**config.mk**
```make
export PLATFORM = sky130hd
export DESIGN_NAME = aescbc_kexp
export DESIGN_NICKNAME = d
export VERILOG_FILES = /design/src/rtl/core/aescbc_pkg.sv /design/src/rtl/core/aescbc_kexp.sv
export SDC_FILE = /design/constraint.sdc
export NUM_CORES = 2
export LEC_CHECK = 0
export BUFFER_PORTS_ARGS = -buffer_cell sky130_fd_sc_hd__buf_4
export CAP_MARGIN = 0
export CORE_MARGIN = 2
export CORE_UTILIZATION = 45
export CTS_BUF_LIST = sky130_fd_sc_hd__clkbuf_8
export DETAILED_ROUTE_END_ITERATION = 12
export PLACE_DENSITY_LB_ADDON = 0.1
export SLEW_MARGIN = 20
export SYNTH_ARGS = -nofsm -noshare
export SYNTH_HDL_FRONTEND = slang
export SYNTH_SLANG_ARGS = --single-unit
```
**constraint.sdc**
```tcl
create_clock -name clk -period 16.4 [get_ports clk]
set_input_delay 2.46 -clock clk [delete_from_list [all_inputs] [get_ports clk]]
set_output_delay 2.46 -clock clk [all_outputs]
set_load 0.01 [all_outputs]
```
**src/rtl/core/aescbc_pkg.sv**
```systemverilog
// Shared types, constants and AES round functions for the CBC byte-stream cipher.
`default_nettype none

package aescbc_pkg;

  localparam int NumRk = 11;
  localparam int RkIdxW = $clog2(NumRk);

  localparam logic [127:0] KeyRst = 128'h23544452_65646973_2d2d3e32_30323123;

  typedef enum logic [2:0] {
    REG_MODE = 3'd0,
    REG_KEY0 = 3'd1,
    REG_KEY1 = 3'd2,
    REG_KEY2 = 3'd3,
    REG_KEY3 = 3'd4
  } reg_idx_t;

  typedef struct packed {
    logic start;
    logic dec;
  } aes_ctl_t;

  localparam logic [2047:0] Sbox = {
    128'h637c777bf26b6fc53001672bfed7ab76, 128'hca82c97dfa5947f0add4a2af9ca472c0,
    128'hb7fd9326363ff7cc34a5e5f171d83115, 128'h04c723c31896059a071280e2eb27b275,
    128'h09832c1a1b6e5aa0523bd6b329e32f84, 128'h53d100ed20fcb15b6acbbe394a4c58cf,
    128'hd0efaafb434d338545f9027f503c9fa8, 128'h51a3408f929d38f5bcb6da2110fff3d2,
    128'hcd0c13ec5f974417c4a77e3d645d1973, 128'h60814fdc222a908846eeb814de5e0bdb,
    128'he0323a0a4906245cc2d3ac629195e479, 128'he7c8376d8dd54ea96c56f4ea657aae08,
    128'hba78252e1ca6b4c6e8dd741f4bbd8b8a, 128'h703eb5664803f60e613557b986c11d9e,
    128'he1f8981169d98e949b1e87e9ce5528df, 128'h8ca1890dbfe6426841992d0fb054bb16
  };

  localparam logic [2047:0] InvSbox = {
    128'h52096ad53036a538bf40a39e81f3d7fb, 128'h7ce339829b2fff87348e4344c4dee9cb,
    128'h547b9432a6c2233dee4c950b42fac34e, 128'h082ea16628d924b2765ba2496d8bd125,
    128'h72f8f66486689816d4a45ccc5d65b692, 128'h6c704850fdedb9da5e154657a78d9d84,
    128'h90d8ab008cbcd30af7e45805b8b34506, 128'hd02c1e8fca3f0f02c1afbd0301138a6b,
    128'h3a9111414f67dcea97f2cfcef0b4e673, 128'h96ac7422e7ad3585e2f937e81c75df6e,
    128'h47f11a711d29c5896fb7620eaa18be1b, 128'hfc563e4bc6d279209adbc0fe78cd5af4,
    128'h1fdda8338807c731b11210592780ec5f, 128'h60517fa919b54a0d2de57a9f93c99cef,
    128'ha0e03b4dae2af5b0c8ebbb3c83539961, 128'h172b047eba77d626e169146355210c7d
  };

  function automatic logic [7:0] sb(input logic [7:0] x);
    return Sbox[{~x, 3'b000} +: 8];
  endfunction

  function automatic logic [7:0] isb(input logic [7:0] x);
    return InvSbox[{~x, 3'b000} +: 8];
  endfunction

  function automatic logic [7:0] xt(input logic [7:0] a);
    return {a[6:0], 1'b0} ^ (a[7] ? 8'h1b : 8'h00);
  endfunction

  function automatic logic [7:0] get_byte(input logic [127:0] v, input logic [3:0] k);
    return v[{~k, 3'b000} +: 8];
  endfunction

  function automatic logic [127:0] enc_round(input logic [127:0] s, input logic [127:0] k,
                                             input logic fin);
    logic [7:0] t [16];
    logic [7:0] u [16];
    logic [7:0] a0, a1, a2, a3;
    logic [127:0] r;
    for (int i = 0; i < 16; i++) t[i] = sb(s[127-8*i -: 8]);
    for (int c = 0; c < 4; c++)
      for (int i = 0; i < 4; i++) u[c*4+i] = t[((c+i)%4)*4+i];
    if (!fin) begin
      for (int c = 0; c < 4; c++) begin
        a0 = u[c*4]; a1 = u[c*4+1]; a2 = u[c*4+2]; a3 = u[c*4+3];
        u[c*4]   = xt(a0) ^ xt(a1) ^ a1 ^ a2 ^ a3;
        u[c*4+1] = a0 ^ xt(a1) ^ xt(a2) ^ a2 ^ a3;
        u[c*4+2] = a0 ^ a1 ^ xt(a2) ^ xt(a3) ^ a3;
        u[c*4+3] = xt(a0) ^ a0 ^ a1 ^ a2 ^ xt(a3);
      end
    end
    for (int i = 0; i < 16; i++) r[127-8*i -: 8] = u[i];
    return r ^ k;
  endfunction

  function automatic logic [7:0] gm(input logic [7:0] a, input logic [1:0] sel);
    logic [7:0] x2, x4, x8, r;
    x2 = xt(a);
    x4 = xt(x2);
    x8 = xt(x4);
    case (sel)
      2'd0:    r = x8 ^ a;
      2'd1:    r = x8 ^ x2 ^ a;
      2'd2:    r = x8 ^ x4 ^ a;
      default: r = x8 ^ x4 ^ x2;
    endcase
    return r;
  endfunction

  // gm selectors: 0 is times 9, 1 times 11, 2 times 13, 3 times 14.
  function automatic logic [127:0] dec_round(input logic [127:0] s, input logic [127:0] k,
                                             input logic fin);
    logic [7:0] t [16];
    logic [7:0] u [16];
    logic [7:0] a0, a1, a2, a3;
    logic [127:0] r;
    for (int i = 0; i < 16; i++) t[i] = s[127-8*i -: 8];
    for (int c = 0; c < 4; c++)
      for (int i = 0; i < 4; i++) u[c*4+i] = isb(t[((c+4-i)%4)*4+i]);
    for (int i = 0; i < 16; i++) u[i] = u[i] ^ k[127-8*i -: 8];
    if (!fin) begin
      for (int c = 0; c < 4; c++) begin
        a0 = u[c*4]; a1 = u[c*4+1]; a2 = u[c*4+2]; a3 = u[c*4+3];
        u[c*4]   = gm(a0, 2'd3) ^ gm(a1, 2'd1) ^ gm(a2, 2'd2) ^ gm(a3, 2'd0);
        u[c*4+1] = gm(a0, 2'd0) ^ gm(a1, 2'd3) ^ gm(a2, 2'd1) ^ gm(a3, 2'd2);
        u[c*4+2] = gm(a0, 2'd2) ^ gm(a1, 2'd0) ^ gm(a2, 2'd3) ^ gm(a3, 2'd1);
        u[c*4+3] = gm(a0, 2'd1) ^ gm(a1, 2'd2) ^ gm(a2, 2'd0) ^ gm(a3, 2'd3);
      end
    end
    for (int i = 0; i < 16; i++) r[127-8*i -: 8] = u[i];
    return r;
  endfunction

  function automatic logic [127:0] key_step(input logic [127:0] w, input logic [7:0] rc);
    logic [31:0] t, n0, n1, n2, n3;
    t = {sb(w[23:16]), sb(w[15:8]), sb(w[7:0]), sb(w[31:24])} ^ {rc, 24'h0};
    n0 = w[127:96] ^ t;
    n1 = w[95:64] ^ n0;
    n2 = w[63:32] ^ n1;
    n3 = w[31:0] ^ n2;
    return {n0, n1, n2, n3};
  endfunction

endpackage

`default_nettype wire

```
**src/rtl/core/aescbc_kexp.sv**
```systemverilog
// Iterative AES-128 key expansion and round key store.
`default_nettype none

module aescbc_kexp import aescbc_pkg::*; (
  input  wire logic              clk,
  input  wire logic              rst_n,
  input  wire logic              start,
  input  wire logic [127:0]      key,
  input  wire logic [RkIdxW-1:0] rd_idx,
  output logic [127:0]           rd_key,
  output logic                   busy
);

  logic [127:0]      rk_r [NumRk];
  logic [127:0]      cur_r;
  logic [7:0]        rcon_r;
  logic [RkIdxW-1:0] idx_r;
  logic              busy_r;
  logic [127:0]      cur_nxt;

  assign cur_nxt = key_step(cur_r, rcon_r);
  assign rd_key  = rk_r[rd_idx];
  assign busy    = busy_r;

  always_ff @(posedge clk) begin
    if (!rst_n) begin
      busy_r <= 1'b0;
    end else if (start) begin
      busy_r <= 1'b1;
    end else if (busy_r && idx_r == RkIdxW'(NumRk - 1)) begin
      busy_r <= 1'b0;
    end
  end

  always_ff @(posedge clk) begin
    if (start) begin
      rk_r[0] <= key;
      cur_r   <= key;
      rcon_r  <= 8'h01;
      idx_r   <= RkIdxW'(1);
    end else if (busy_r) begin
      rk_r[idx_r] <= cur_nxt;
      cur_r       <= cur_nxt;
      rcon_r      <= xt(rcon_r);
      idx_r       <= idx_r + RkIdxW'(1);
    end
  end

endmodule

`default_nettype wire

```
==> impl_metrics.py <==
metrics = {
    "global_route": {
        "grt_pass1_vias": 49000,
        "grt_usage": 0.293,
        "antenna_found_initial": 32,
        "grt_max_degree": 130,
        "grt_pass1_wl_um": 365000,
        "grt.overflow.total": 0,
    },
    "timing": {
        "fin_skew_ns": 0.0896,
        "fin_ws_ns": 7.92,
        "setup_viol": 0,
        "final-hold-violation-count": 0,
        "holdWs_ns": 0.531,
        "post-route-period-util": 0.517,
        "min_period_ns": 8.48,
        "rsz0062_at_grt": "no",
        "max_clock_freq_ghz": 0.118,
        "fin_setup_tns_ns": 0,
        "tightestPinTransition_ns": 1.17,
        "drv_slew": 0,
        "relSlewSlack": 0.218,
    },
    "critical_path": {
        "cp_num_cells": 6,
        "crit_end": "rd_key[31]",
        "cp_cell_sequence": "buf_8 > buf_4 > buf_4 > mux4_2 > mux4_2 > buf_4",
        "crit_type": "in -> out",
        "critPathArrivalTime_ns": 6.02,
        "cp-end-kind": "output pin",
        "critPathTopFamily": "buffers and inverters",
        "required_ns": 13.94,
        "rrSetupSlack_ns": 9.98,
        "slowest_stage": "buf_4",
        "setup.worst_path.start_class": "input pin",
        "timing.rr.start": "cur_r[17]",
        "critPathMaxFanout": 83,
        "cp_common_cell": "buf_4",
        "cp-startpoint": "rd_idx[0]",
        "slowest_delay_ns": 0.76,
        "worst-r2r-cell-count": 12,
        "crit_buf_inv": 4,
        "r2r_end": "rk_r[0][25]",
    },
    "floorplan": {
        "num_rows": 151,
        "die_w_um": 416,
        "die_h_um": 416,
        "core_area_um2": 169000,
        "start_util": 0.452,
        "dieArea_um2": 173000,
        "io_pins": 264,
    },
    "clock_network": {
        "hold_buffers": 0,
        "clock_sinks": 1549,
        "post_cts_buffers": 0,
        "cts_tree": "built",
        "cts_buffer_depth": 4,
        "cts_max_level": 5,
        "cts_buffers": 282,
        "cts.root.buffer_cell": "clkbuf_8",
        "clk_pin_slew_worst_paths_ns": 0.05,
        "ctsResizeCount": 0,
        "clk_latency_ns": 1.04,
    },
    "logic_synthesis": {
        "synth_edf_count": 1536,
        "mappedNetlistNets": 5312,
        "ys_async_sr_fraction": 0,
        "netlist_instances": 5115,
        "ys_seq_area_frac": 0.607,
        "ys_ff_latch": 1549,
        "synth_area_um2": 76400,
        "avgSynthCellArea_um2": 14.9,
        "yosys_warnings": 0,
        "ys.flop_type": "edfxtp_1",
        "synth_cell_types": 106,
    },
    "drt": {
        "vias": 50100,
        "route.detailed.drc": 0,
        "wl_per_cell_um": 32.8,
        "dr_wl_met2_um": 120000,
        "met1_length_um": 107000,
        "viasPerCell": 6.40,
        "postRouteAntennaNets": 0,
        "wl_um": 257000,
        "wl_met3_um": 18800,
        "maxUsedRoutingLayer": "met5",
        "drt_iter0_markers": 6508,
        "drtPass1Iterations": 6,
    },
    "layout": {
        "fin_nets": 5603,
        "drive_above_1_share": 0.266,
        "fin_area_um2": 85700,
        "layout_common_cells": "1,536 x edfxtp_1, 434 x buf_4, 413 x mux4_2, 338 x nand2_1, 292 x clkbuf_8",
        "seqCellArea_um2": 46400,
        "syn_to_final_growth_pct": 12.2,
        "multi_input_area_um2": 27900,
        "fillers": 14400,
        "final_common_cell": "edfxtp_1",
    },
    "status": {
        "status": "completed",
    },
    "min_path": {
        "hp-class": "reg -> reg",
    },
    "place": {
        "place_ws_ns": 7.79,
        "gp_congestion": 0.998,
        "placed_area_um2": 80700,
        "hpwl_um": 159000,
        "place.port_buffers": 263,
    },
    "pwr": {
        "irDropWorstVdd_mv": 0.139,
        "p_leak_nw": 28.9,
        "total_power_w": 0.0171,
        "p_per_area_nw_per_um2": 199,
    },
    "run": {
        "maxCapViolCount": 0,
    },
}
## cell usage after synthesis (all sizes together), types with 18 or more instances
cell        n  area (µm²)
a21o       19         143
buf       226        1190
nand2b    110         688
edfxtp   1536       46100
o21ai     314        1570
o31ai      24         180
a2111oi    19         166
ha         62         776
nor3b      27         208
a221oi     22         193
mux4      413        9300
and3       29         181
and2       27         169
xor2       58         546
a211oi     68         521
o211ai     53         403
o2111ai    21         190
o22ai      24         150
xnor2      88         793
nand2     338        1270
nand3b     24         180
nor2      178         676
a211o      18         158
xnor3      18         405
o311ai     27         236
mux2i      61         611
nand4      22         138
a21oi     150         751
nor3       74         370
a31oi      58         363
nor4       23         165
mux2      227        2560
inv        54         203
nand3      76         380
o21a       19         143
clkbuf    214         807
or3        20         125
o221ai     29         254
nor2b      85         532
a311oi     26         228
## flip-flops by register name (all words and copies together) (netlist names)
register and count:
idx_r 4, busy 1, cur_r 128, rk_r 1408, rcon_r 8
## how the worst min path moves through the flow
stage	from	end	slack [ns]	cells after the start
after floorplan	rcon_r[4]	rcon_r[4]	0.49	2
after global placement	rcon_r[3]	rcon_r[3]	0.52	2
after detailed placement	rcon_r[3]	rcon_r[3]	0.52	2
after CTS	rcon_r[3]	rcon_r[3]	0.53	2
after global routing	rcon_r[4]	rcon_r[4]	0.58	2
final	rcon_r[3]	rcon_r[3]	0.53	2
## stage by stage
stage / cells / utilization
2_1_floorplan: 5115 / -
3_3_place_gp: 7340 / 0.478
3_5_place_dp: 7340 / 0.478
4_1_cts: 7801 / 0.507
5_1_grt: 7821 / 0.507
6_report: 7825 / 0.507
## layout make-up
type                       instances  share of cell area
antenna                           24            0.000701
multi-input combinational       3069               0.325
clock inverter                   171              0.0104
sequential                      1549               0.541
timing repair buffer             447              0.0407
inverter                          57             0.00250
tap                             2218              0.0324
clock buffer                     290              0.0466
## cell families (layout without fill, tap and decap cells)
group | after synthesis | in the layout | synth area share
compound gates | 1050 | 1050 | 0.0933
buf+inv | 497 | 965 | 0.0290
other cells | 0 | 24 | 0
xor+xnor | 171 | 171 | 0.0250
flops | 1549 | 1549 | 0.607
mux | 701 | 701 | 0.163
fa+ha+maj | 62 | 62 | 0.0102
simple gates | 1085 | 1085 | 0.0719
## where the power goes
group | switching [W] | internal (W)
Combinational | 0.00562 | 0.00275
Sequential | 0.000193 | 0.00519
Clock | 0.00155 | 0.00175
## tightest hold or removal path: cells and delay by family, from the launching register on
kind / cells / cell delay, ns
DFF: 1 / 0.34
and+or+nand+nor: 1 / 0.09
AOI/OAI and AO/OA: 1 / 0.05
## metal layers
metal  up-vias  global-route usage
li1      21100                   -
met1     25800               0.412
met2      2581               0.455
met3       489              0.0491
met4         4               0.123
met5         -                   0
Power figures use the tool's default switching activity.
